===== config.mk =====
export PLATFORM = sky130hd
export DESIGN_NAME = lsr_ram
export DESIGN_NICKNAME = d
export VERILOG_FILES = /design/src/rtl/lsr_ram.sv
export SDC_FILE = /design/constraint.sdc
export NUM_CORES = 1
export LEC_CHECK = 0
export BUFFER_PORTS_ARGS = -buffer_cell sky130_fd_sc_hd__buf_2
export CELL_PAD_IN_SITES_DETAIL_PLACEMENT = 0
export CELL_PAD_IN_SITES_GLOBAL_PLACEMENT = 1
export CORE_UTILIZATION = 30
export DETAILED_ROUTE_END_ITERATION = 12
export PLACE_DENSITY = 0.57
export SLEW_MARGIN = 10
export SYNTH_ARGS = -nofsm -noshare
export SYNTH_HDL_FRONTEND = slang
export SYNTH_SLANG_ARGS = --single-unit

===== constraint.sdc =====
create_clock -name clk -period 5.1 [get_ports clk]
set_clock_uncertainty 0.05 [all_clocks]
set_input_delay 1.02 -clock clk [delete_from_list [all_inputs] [get_ports clk]]
set_output_delay 1.02 -clock clk [all_outputs]
set_load 0.05 [all_outputs]

===== src/rtl/lsr_ram.sv =====
// lsr_ram: generic single write, single read RAM with registered read data.
// No dependencies.

module lsr_ram #(
    parameter int WIDTH = 32,
    parameter int DEPTH = 32,
    localparam int AW   = (DEPTH > 1) ? $clog2(DEPTH) : 1
) (
    input  logic             clk,
    input  logic             we,
    input  logic [AW-1:0]    waddr,
    input  logic [WIDTH-1:0] wdata,
    input  logic [AW-1:0]    raddr,
    output logic [WIDTH-1:0] rdata
);

    logic [WIDTH-1:0] mem_reg [0:DEPTH-1];
    logic [WIDTH-1:0] rdata_reg;

    // write port and registered read port
    always_ff @(posedge clk)
    begin
        if (we)
        begin
            mem_reg[waddr] <= wdata;
        end
        rdata_reg <= mem_reg[raddr];
    end

    assign rdata = rdata_reg;

endmodule


==> out/results.ini <==
[status]
status = finished, violations left
violations = DRC

[cts]
ctsHtreeMaxLevel = 3
cts_tree = built
cts_root_buf = clkbuf_16
path_clk_slew_ns = 0.06
cts_hold_buffers = 0
cts-buffers-inserted = 112
clk_latency_ns = 0.70
cts_max_path_buffers = 3
cts_setup_buffers = 0
ctsResizeCount = 0
clkSinkCount = 1056

[grt]
grt_pass1_wl_mm = 153
antenna_found_initial = 7
grt_max_degree = 110
grt_usage_pct = 15.5
grt_pass1_vias = 20800
grt.overflow.total = 0

[power_and_ir_drop]
ir_drop_uv = 262
p_per_area_nw_per_um2 = 412
leakage_nw = 16.1

[placed_design]
dp_slack_ns = 1.24
portBuffers = 75
hpwl_mm = 63.1
place_congestion = 0.771

[routing]
post_drt_wl_per_cell_um = 25.1
dr.pass1.iters = 9
drcViolationCount = 14
vias = 20700
vias_per_cell = 4.89
drtIter0Drc = 1744
postRouteAntennaNets = 0
totalWireLength_mm = 106

[logic_synthesis]
yosys.area_share.simple_pct = 3.10
ys_types = 25
synth_compound_area_share_pct = 4.85
ys_seq_area_share_pct = 77.5
avgSynthCellArea_um2 = 17.9
synth_fa_ha_area_share_pct = 0
synthMuxAreaShare_pct = 12.7
synth_top_family_by_area = multiplexers
ys_warn_count = 0
synth_fp_nets = 2304
syn_inst = 2260
synthXorXnorAreaFrac_pct = 0
ys_ff_latch = 1056
syn_area_um2 = 40500

[timing]
slew_violations = 0
fmax_ghz = 0.319
max_slew_margin_pct = 19.6
setup_tns_ns = 0
fin_crit_ns = 3.13
worst_slack_ns = 1.97
worstMarginPinSlew_ns = 1.21
finalSetupViolCount = 0
fin_crit_sh_pct = 61.5
rsz0062_at_grt = no
hold_violations = 0

[hold_path]
hp-class = reg2reg

[worst_setup_path]
crit_slowest_cell = and2_4
cp_max_fo = 71
path_cells = buf_2 > and2_4 > buf_4 > buf_4 > a22oi_1 > nand3_1 > nand3_1
slowest_delay_ns = 0.83
start_kind = input pin
endpoint_kind = flip-flop
cp.required_ns = 5.63
crit_type = in2reg
crit_arrival_ns = 3.66

[finish]
layout.nets = 2413
layout_common_cells = 1024 x edfxtp_1, 512 x mux2i_1, 115 x clkbuf_16, 98 x nand3_1, 97 x nand2_1
layout_commonest_cell = edfxtp_1
layout-drive-gt1-share_pct = 13.8
synthToLayoutAreaGrowth_pct = 16.3
largest_reg_flops = 1024

[floorplan]
die-area_um2 = 136000
die_x_um = 369
initial_core_util_pct = 30.3
ioPinCount = 76
row_count = 134
core_um2 = 134000
chipHeight_um = 369

[job]
maxCapViolCount = 0

-- synthesized netlist by cell type --
library cell,n,area share (%)
nand3b_1,5,0.093
a31oi_1,32,0.49
nand3_1,98,1.2
a22o_1,64,1.4
or2_2,1,0.015
and2b_1,1,0.019
and2_1,1,0.015
nand2b_1,2,0.031
dfxtp_1,32,1.6
clkbuf_4,2,0.037
clkbuf_1,46,0.43
buf_2,26,0.32
edfxtp_1,1024,76
or3_1,1,0.015
a21oi_1,96,1.2
buf_1,5,0.046
nor3_1,32,0.40
or3b_2,3,0.065
buf_6,15,0.42
nor2b_1,1,0.015
mux2i_1,512,13
nor2_1,34,0.32
nand2_1,98,0.91
a22oi_1,96,1.8
buf_4,33,0.61
-- cell type report --
class | instances | area [um^2]
antenna | 2 | 5.00
clock buffer | 139 | 3070
clock inverter | 72 | 911
fill | 12400 | 86500
multi-input combinational | 1077 | 8610
sequential | 1056 | 31400
tap | 1768 | 2210
timing repair buffer | 122 | 896
-- final timing paths --
path                                                from                 to  slack, ns  depth (start not counted)
worst min register to register  mem_reg[26][5]$_DFFE_PP_   rdata[5]$_DFF_P_       0.56                          4
worst max register to register  mem_reg[5][27]$_DFFE_PP_  rdata[27]$_DFF_P_       3.16                          5
worst min-delay path            mem_reg[26][5]$_DFFE_PP_   rdata[5]$_DFF_P_       0.56                          4
worst max-delay path                            raddr[1]  rdata[23]$_DFF_P_       1.97                          7
-- metrics by stage --
stage | utilization (%) | cells | cell area [um^2] | hold WS [ns] | total power [mW]
global placement | 32.2 | 4019 | 43000 | 0.547 | 11.0
floorplan | - | 2260 | 40500 | 0.503 | 10.5
global route | 35.2 | 4235 | 47100 | 0.604 | 20.0
finish | 35.2 | 4236 | 47100 | 0.559 | 19.4
CTS | 35.2 | 4233 | 47100 | 0.562 | 19.6
detailed placement | 32.2 | 4022 | 43100 | 0.545 | 11.0
-- layer usage --
metal	up-vias	track usage, %	part of all wire [%]
met5	-	0	0.025
met4	4	3.78	1.9
met3	138	3.04	5.8
met2	582	23.8	45
met1	10800	22.3	47
li1	9205	-	-
-- worst max-delay path: cells and delay by family --
| family | cells | cell delay [ns] |
|---|---|---|
| buf+inv | 3 | 1.26 |
| compound gates | 1 | 0.12 |
| simple gates | 3 | 1.16 |
-- cells by family (layout without fill, tap and decap cells) --
kind of cell	after synthesis	count (layout)
AO/OA/AOI/OAI	288	288
buffers and inverters	127	333
multiplexers	512	512
other	0	2
AND/OR/NAND/NOR	277	277
flip-flops	1056	1056
-- where the power goes --
part           total (mW)  leakage, nW  internal, mW  switching (mW)
registers            9.71         9.49          9.65          0.0556
clock network        8.63         1.93          5.27            3.36
logic                1.08         4.68         0.287           0.788
Note: power is estimated with default switching activity, not from simulation.
