`src/rtl/lsr_pkg.sv`:
```
// lsr_pkg: widths, sequencer states and divider request/response types
// for the timestamped linear resampler. No dependencies.

package lsr_pkg;

    localparam int SAMPLE_W  = 32;
    localparam int TIME_W    = 48;
    localparam int RATE_W    = 24;
    localparam int FRAC_W    = 16;
    localparam int DIV_W     = 80;
    localparam int DIVISOR_W = 48;
    localparam int DIV_STEPS = 80;
    localparam int DIV_CNT_W = 7;

    // sequencer states, one-hot
    typedef enum logic [15:0] {
        ST_IDLE    = 16'h0001,
        ST_END_HI  = 16'h0002,
        ST_END_LO  = 16'h0004,
        ST_CHECK   = 16'h0008,
        ST_TQ_GO   = 16'h0010,
        ST_TQ_WAIT = 16'h0020,
        ST_XCALC   = 16'h0040,
        ST_XSTART  = 16'h0080,
        ST_XWAIT   = 16'h0100,
        ST_IDXCHK  = 16'h0200,
        ST_RD_A    = 16'h0400,
        ST_RD_B    = 16'h0800,
        ST_MUL     = 16'h1000,
        ST_VAL     = 16'h2000,
        ST_STORE   = 16'h4000,
        ST_FLUSH   = 16'h8000
    } state_t;

    typedef struct packed {
        logic                 start;
        logic [DIV_W-1:0]     dividend;
        logic [DIVISOR_W-1:0] divisor;
    } div_req_t;

    typedef struct packed {
        logic             done;
        logic [DIV_W-1:0] quotient;
    } div_rsp_t;

endpackage

```
`src/rtl/lsr_div.sv`:
```
// lsr_div: restoring bit-serial divider, one quotient bit per cycle.
// Depends on lsr_pkg for widths and the request/response types.

module lsr_div (
    input  logic              clk,
    input  logic              rst_n,
    input  lsr_pkg::div_req_t req,
    output lsr_pkg::div_rsp_t rsp
);

    logic                              busy_reg;
    logic                              done_reg;
    logic [lsr_pkg::DIV_CNT_W-1:0]     cnt_reg;
    logic [lsr_pkg::DIV_W-1:0]         q_reg;
    logic [lsr_pkg::DIVISOR_W-1:0]     rem_reg;
    logic [lsr_pkg::DIVISOR_W:0]       trial;
    logic                              ge;

    // trial subtract of the shifted remainder
    assign trial = {rem_reg, q_reg[lsr_pkg::DIV_W-1]};
    assign ge    = trial >= {1'b0, req.divisor};

    // step control
    always_ff @(posedge clk or negedge rst_n)
    begin
        if (!rst_n)
        begin
            busy_reg <= 1'b0;
            done_reg <= 1'b0;
            cnt_reg  <= '0;
        end
        else
        begin
            done_reg <= 1'b0;
            if (req.start)
            begin
                busy_reg <= 1'b1;
                cnt_reg  <= '0;
            end
            else if (busy_reg)
            begin
                cnt_reg <= cnt_reg + lsr_pkg::DIV_CNT_W'(1);
                if (cnt_reg == lsr_pkg::DIV_CNT_W'(lsr_pkg::DIV_STEPS - 1))
                begin
                    busy_reg <= 1'b0;
                    done_reg <= 1'b1;
                end
            end
        end
    end

    // remainder and quotient shift register
    always_ff @(posedge clk)
    begin
        if (req.start)
        begin
            q_reg   <= req.dividend;
            rem_reg <= '0;
        end
        else if (busy_reg)
        begin
            q_reg   <= {q_reg[lsr_pkg::DIV_W-2:0], ge};
            rem_reg <= ge ? lsr_pkg::DIVISOR_W'(trial - {1'b0, req.divisor})
                          : trial[lsr_pkg::DIVISOR_W-1:0];
        end
    end

    assign rsp.done     = done_reg;
    assign rsp.quotient = q_reg;

endmodule

```
`config.mk`:
```
export PLATFORM = sky130hd
export DESIGN_NAME = lsr_div
export DESIGN_NICKNAME = d
export VERILOG_FILES = /design/src/rtl/lsr_pkg.sv /design/src/rtl/lsr_div.sv
export SDC_FILE = /design/constraint.sdc
export NUM_CORES = 1
export LEC_CHECK = 0
export CAP_MARGIN = 30
export CORE_MARGIN = 2
export CORE_UTILIZATION = 25
export CTS_BUF_LIST = sky130_fd_sc_hd__clkbuf_2
export CTS_CLUSTER_SIZE = 8
export DETAILED_ROUTE_END_ITERATION = 10
export DONT_BUFFER_PORTS = 1
export SLEW_MARGIN = 20
export SYNTH_ARGS = -nofsm -noshare
export SYNTH_HDL_FRONTEND = slang
export SYNTH_SLANG_ARGS = --single-unit
```
`constraint.sdc`:
```
create_clock -name clk -period 6.5 [get_ports clk]
set_clock_uncertainty 0.05 [all_clocks]
set_input_delay 0.975 -clock clk [delete_from_list [all_inputs] [get_ports clk]]
set_output_delay 0.975 -clock clk [all_outputs]
set_load 0.05 [all_outputs]
```
==> results of run 1 <==
[Yosys cell counts (6+ instances only)]
master and count:
a211oi_1 9, nand4_1 18, xnor2_1 23, xor2_1 12
a21oi_1 64, a21o_1 18, and3_1 8, a21oi_2 6
buf_6 7, o211ai_1 9, nor2_1 72, dfxtp_1 48
edfxtp_1 80, o21a_1 7, o21bai_1 10, a31oi_1 13
a311oi_1 15, nand2_1 121, o21ai_0 35, mux2_2 82
buf_2 9, dfrtp_1 9, ha_1 49, and2_1 9
or3_1 10, nor2b_1 14, nand3_1 12, a311oi_2 19
inv_1 69, clkbuf_1 32, nor3_1 10
[metal layers]
metal | up-vias | GRT usage (%) | routed length [microns]
met4 | 2 | 4.60 | 556
met3 | 35 | 2.82 | 1220
met5 | - | 0 | 16
li1 | 3498 | - | -
met2 | 198 | 20.6 | 12000
met1 | 3542 | 17.3 | 11700
[cell families after synthesis]
logic type	share of synthesized area, %
AND/OR/NAND/NOR	15.2
AO/OA/AOI/OAI	19.3
flip-flops	39.0
buffers and inverters	5.77
multiplexers	10.5
adder cells (fa/ha/maj)	6.89
XOR/XNOR	3.33
[area by class of cell]
class                           count  area (sq um)
Sequential cell                   137          3590
Timing Repair Buffer                7          82.6
Fill cell                        3854         26600
Clock inverter                     15           163
Multi-Input combinational cell    715          5070
Inverter                           69           260
Tap cell                          468           586
Antenna cell                        2          5.00
Clock buffer                       17          85.1
[metrics by stage]
| step | instances | power (mW) | area, sq um |
|---|---|---|---|
| after floorplan | 973 | 2.77 | 9190 |
| after global placement | 1393 | 3.04 | 9540 |
| final | 1430 | 3.66 | 9850 |
| after global routing | 1429 | 3.92 | 9840 |
| after CTS | 1426 | 3.65 | 9800 |
| after detailed placement | 1393 | 3.06 | 9540 |
[repair_timing]
action,in CTS,in global routing
gates resized for setup,0,0
hold buffers,1,0
hold endpoints to repair,9,0
[path summary, 6_finish.rpt]
kind	from	cells past startpoint	slack, ns	end
max	q_reg[79]$_DFFE_PP_	12	2.72	rem_reg[44]$_SDFFE_PP0P_
min	req[128]	1	0.23	cnt_reg[3]$_DFFE_PN0P_
max reg2reg	q_reg[79]$_DFFE_PP_	12	2.72	rem_reg[44]$_SDFFE_PP0P_
min reg2reg	rem_reg[22]$_SDFFE_PP0P_	2	0.45	rem_reg[22]$_SDFFE_PP0P_
max in group asynchronous	rst_n	1	5.63	cnt_reg[2]$_DFFE_PN0P_
min in group asynchronous	rst_n	1	0.45	cnt_reg[5]$_DFFE_PN0P_
[report_power, final]
part | internal (mW) | switching, mW | total (mW) | leakage [nW]
Sequential | 1.11 | 0.352 | 1.46 | 1.36
Combinational | 0.695 | 0.941 | 1.64 | 2.33
Clock | 0.186 | 0.384 | 0.570 | 0.150
==> results.py, run 1 <==
metrics = {
    "yosys": {
        "synth.top_cells.by_area": "edfxtp_1, dfxtp_1, mux2_2, ha_1, nand2_1",
        "synth-main-ff-cell": "edfxtp_1",
        "synthDistinctLibCells": 69,
        "synth-async-reset-ratio_pct": 6.57,
        "syn_area_sq_um": 9190,
        "post-synth-top-area-fraction_pct": 26.1,
        "synth-seq-cells": 137,
        "yosysTopAreaCell": "edfxtp_1",
        "yosysSeqAreaShare_pct": 39.0,
        "synthesis.instances": 973,
        "post_synthesis_net_count": 1154,
        "synth_enable_flop_cells": 80,
        "synth-warning-count": 0,
        "avgSynthCellArea_sq_um": 9.45,
    },
    "route": {
        "dr.first_iter.drc_count": 504,
        "wl_microns": 25500,
        "detail_route.drc_violations": 0,
        "detail-route-antenna-nets": 0,
        "detailed_route_via_count": 7275,
        "avgRoutedWirePerCell_microns": 17.9,
        "detail_route.vias_per_cell": 5.09,
        "dr.pass1.iters": 5,
    },
    "sta": {
        "final_period_minus_worst_setup_slack_ns": 3.78,
        "hold_slack_ns": 0.226,
        "finalWorstSetupSlack_ns": 2.72,
        "slew_viol_final": 0,
        "finalSetupViolCount": 0,
        "final-hold-violation-count": 0,
        "timing.setup.tns_ns": 0,
        "tightestPinTransition_ns": 0.858,
        "achievable-frequency_mhz": 264,
        "post-route-period-util_pct": 58.2,
        "grt_setup_unrepaired": "no",
        "max-slew-margin-rel_pct": 42.8,
    },
    "critical_path": {
        "cp_max_fo": 4,
        "worst_path_dominant_cell_family": "compound AO/OA/AOI/OAI gates",
        "crit_path_top_delay_cell": "edfxtp_1",
        "crit_required_ns": 7.19,
        "crit_buf_inv": 1,
        "critPathKind": "reg2reg",
        "slowest_stage_delay_on_critical_path_ns": 0.72,
        "arrival_worst_endpoint_ns": 4.48,
        "worstPathCellList": "inv_1 > ha_1 > fa_1 > nor2b_1 > o31ai_1 > a21oi_1 > o21a_1 > o211ai_1 > a31oi_1 > nor2_1 > mux2_2 > o22ai_1",
        "setup.worst_path.end_class": "flop",
        "startpoint_type": "flop",
    },
    "place": {
        "port_buffers": 0,
        "place_congestion": 0.858,
        "dp_worst_setup_slack_ns": 1.71,
        "dp_hpwl_microns": 18900,
    },
    "grt": {
        "vias_in_the_first_global_route": 6927,
        "grt_pass1_wl_microns": 38800,
        "maximum_number_of_pins_on_one_net_before_global_route_repair": 139,
        "grt_use_total_pct": 12.9,
        "grt_antenna_before_repair": 3,
        "grt_overflow_total": 0,
    },
    "clocking": {
        "cts_tree": "built",
        "path_clk_slew_ns": 0.24,
        "inserted_clock_buffers": 17,
        "clock-sinks": 137,
        "max_h_tree_level": 4,
        "clock_tree.buffer_depth": 2,
        "clock_tree.root_cell": "clkbuf_2",
        "cts_post_setup_buffers_inserted": 0,
        "worst_skew_pair.late_latency_ns": 0.80,
    },
    "worst_hold_path": {
        "hp-class": "in2reg",
    },
    "die": {
        "std_cell_rows": 70,
        "fp.dieH_microns": 196,
        "die_area_sq_um": 38300,
        "initial_core_util_pct": 25.2,
        "core-area_sq_um": 36400,
        "chipWidth_microns": 196,
        "design.portCount": 212,
    },
    "finish": {
        "syn_to_final_growth_pct": 7.09,
        "finalNetCount": 1128,
        "mostFrequentLayoutCell": "nand2_1",
        "most-common-layout-cells": "nand2_1, mux2_2, edfxtp_1",
        "fraction_of_final_layout_cells_with_drive_strength_greater_than_1_pct": 16.4,
        "largest_register_ff_count": 80,
        "utilization_pct": 27.0,
    },
    "power": {
        "worst_ir_drop_vdd_mv": 0.105,
        "cellLeakagePower_nw": 3.84,
        "power_density_nw_per_um2": 372,
    },
    "status": {
        "status": "completed",
    },
    "run": {
        "number_of_max_cap_violations": 0,
    },
}
Power figures use the tool's default switching activity.
==> run 2: changes to the inputs <==
==> constraint.sdc (replaced) <==
create_clock -name clk -period 3.75 [get_ports clk]
set_clock_uncertainty 0.05 [all_clocks]
set_input_delay 0.5625 -clock clk [delete_from_list [all_inputs] [get_ports clk]]
set_output_delay 0.5625 -clock clk [all_outputs]
set_load 0.05 [all_outputs]
==> run 2 against run 1 <==
  * Die area stayed put
  * Worst setup slack lost 2.4 ns
  * Worst hold slack worse by 0.066 ns
  * Clock-buffer cell count is 1 higher
  * Largest cell class unchanged
  * Via count up 5.9%
  * Cell count is 6.9% higher
  * Clock power increased by 60%
  * Register-to-register slack lost 2.4 ns
  * Non-clock buffer count rose by 97
  * Routed wire length is 5.6% higher
  * Sequential power grew 73%
==> results.py, run 2 (synthesis results as in run 1) <==
metrics = {
    "clocking": {
        "cts_tree": "built",
        "post_cts_hold_buffer_count": 84,
        "clock_tree.buffer_depth": 2,
        "max_h_tree_level": 4,
        "path_clk_slew_ns": 0.25,
        "cts_resized": 0,
        "clock-sinks": 137,
        "clock_tree.root_cell": "clkbuf_2",
        "cts_post_setup_buffers_inserted": 0,
        "worst_skew_pair.late_latency_ns": 0.81,
        "inserted_clock_buffers": 17,
    },
    "worst_hold_path": {
        "hp-class": "in2reg",
    },
    "sta": {
        "grt_setup_unrepaired": "no",
        "achievable-frequency_mhz": 294,
        "final_period_minus_worst_setup_slack_ns": 3.40,
        "finalSetupViolCount": 0,
        "final-hold-violation-count": 0,
        "timing.setup.tns_ns": 0,
        "max-slew-margin-rel_pct": 37.4,
        "tightestPinTransition_ns": 0.940,
        "slew_viol_final": 0,
        "post-route-period-util_pct": 90.6,
    },
    "die": {
        "fp.dieH_microns": 196,
        "chipWidth_microns": 196,
        "design.portCount": 212,
        "core-area_sq_um": 36400,
        "std_cell_rows": 70,
        "initial_core_util_pct": 25.2,
        "die_area_sq_um": 38300,
    },
    "finish": {
        "most-common-layout-cells": "nand2_1, dlygate4sd3_1, mux2_2",
        "syn_to_final_growth_pct": 17.2,
        "final_area_sq_um": 10800,
        "largest_register_ff_count": 80,
        "mostFrequentLayoutCell": "nand2_1",
        "fraction_of_final_layout_cells_with_drive_strength_greater_than_1_pct": 16.4,
        "finalNetCount": 1225,
    },
    "grt": {
        "grt_use_total_pct": 13.7,
        "grt_pass1_wl_microns": 40900,
        "grt.busiest_layer": "met2",
        "grt_overflow_total": 0,
        "grt_antenna_before_repair": 4,
        "maximum_number_of_pins_on_one_net_before_global_route_repair": 139,
        "grt_use_met3_pct": 3.04,
        "vias_in_the_first_global_route": 7420,
        "met1_usage_pct": 17.2,
        "grt.met2_usage_pct": 22.7,
    },
    "critical_path": {
        "slowest_stage_delay_on_critical_path_ns": 0.47,
        "crit_path_top_delay_cell": "ha_1",
        "critPathKind": "reg2reg",
        "startpoint_type": "flop",
        "setup.worst_path.end_class": "flop",
        "worstPathCellList": "ha_1 > nand4_1 > nor3_2 > nand4_1 > nor4_1 > a311o_1 > nor2_1 > nand2_1 > buf_4 > nand2_1 > a311oi_2",
        "cp_max_fo": 21,
        "crit_required_ns": 4.42,
        "arrival_worst_endpoint_ns": 4.07,
    },
    "route": {
        "dr.pass1.iters": 5,
        "avgRoutedWirePerCell_microns": 17.6,
        "wl_microns": 27000,
        "detail_route.drc_violations": 0,
        "detailed_route_via_count": 7705,
        "detail-route-antenna-nets": 0,
        "dr.first_iter.drc_count": 453,
        "detail_route.vias_per_cell": 5.04,
    },
    "status": {
        "status": "completed",
    },
    "place": {
        "dp_hpwl_microns": 19300,
        "place_congestion": 0.892,
        "placed_cell_area_sq_um": 9670,
        "port_buffers": 0,
    },
    "power": {
        "power_density_nw_per_um2": 599,
        "cellLeakagePower_nw": 4.25,
        "worst_ir_drop_vdd_mv": 0.198,
    },
    "run": {
        "number_of_max_cap_violations": 0,
    },
}
==> run 2: final timing paths <==
check                                         start                       end  slack (ns)  cells after the start
max                        rem_reg[17]$_SDFFE_PP0P_   rem_reg[6]$_SDFFE_PP0P_        0.35                     11
min                                         req[47]  rem_reg[47]$_SDFFE_PP0P_        0.16                      5
max reg2reg                rem_reg[17]$_SDFFE_PP0P_   rem_reg[6]$_SDFFE_PP0P_        0.35                     11
min reg2reg                rem_reg[46]$_SDFFE_PP0P_  rem_reg[46]$_SDFFE_PP0P_        0.46                      2
max in group asynchronous                     rst_n    cnt_reg[3]$_DFFE_PN0P_        2.75                      2
min in group asynchronous                     rst_n    cnt_reg[1]$_DFFE_PN0P_        0.59                      2
==> run 2: through the flow <==
stage	instances	setup slack, ns	power (mW)	hold WS, ns	utilization, %
floorplan	973	0.391	4.79	0.217	-
global placement	1408	0.278	5.40	0.218	26.5
detailed placement	1408	0.221	5.43	0.217	26.5
CTS	1524	0.409	6.48	0.0300	29.5
global route	1527	0.151	6.91	0.0955	29.6
finish	1529	0.351	6.45	0.160	29.6
==> run 2: cell type report <==
| cell class | count | area (sq um) |
|---|---|---|
| Fill cell | 3785 | 25700 |
| Multi-Input combinational cell | 715 | 5070 |
| Sequential cell | 137 | 3590 |
| Timing Repair Buffer | 104 | 1030 |
| Tap cell | 468 | 586 |
| Inverter | 69 | 260 |
| Clock inverter | 14 | 135 |
| Clock buffer | 18 | 90.1 |
| Antenna cell | 4 | 10.0 |
==> run 2: metal layers <==
layer	vias to the layer above	part of all wire, %
met4	2	3.0
met1	3753	44
met3	52	4.6
met5	-	0.059
li1	3693	-
met2	205	48
==> run 2: where the power goes <==
group	internal (mW)	leakage, nW	switching (mW)
Combinational	1.31	2.75	1.70
Sequential	1.92	1.36	0.615
Clock	0.261	0.140	0.649
==> run 2: worst max-delay path, delay by kind of cell (launching register included) <==
| kind | cells | cell delay [ns] |
|---|---|---|
| adder cells (fa/ha/maj) | 1 | 0.47 |
| buffers and inverters | 1 | 0.30 |
| AND/OR/NAND/NOR | 7 | 1.53 |
| AO/OA/AOI/OAI | 2 | 0.54 |
| flip-flops | 1 | 0.41 |
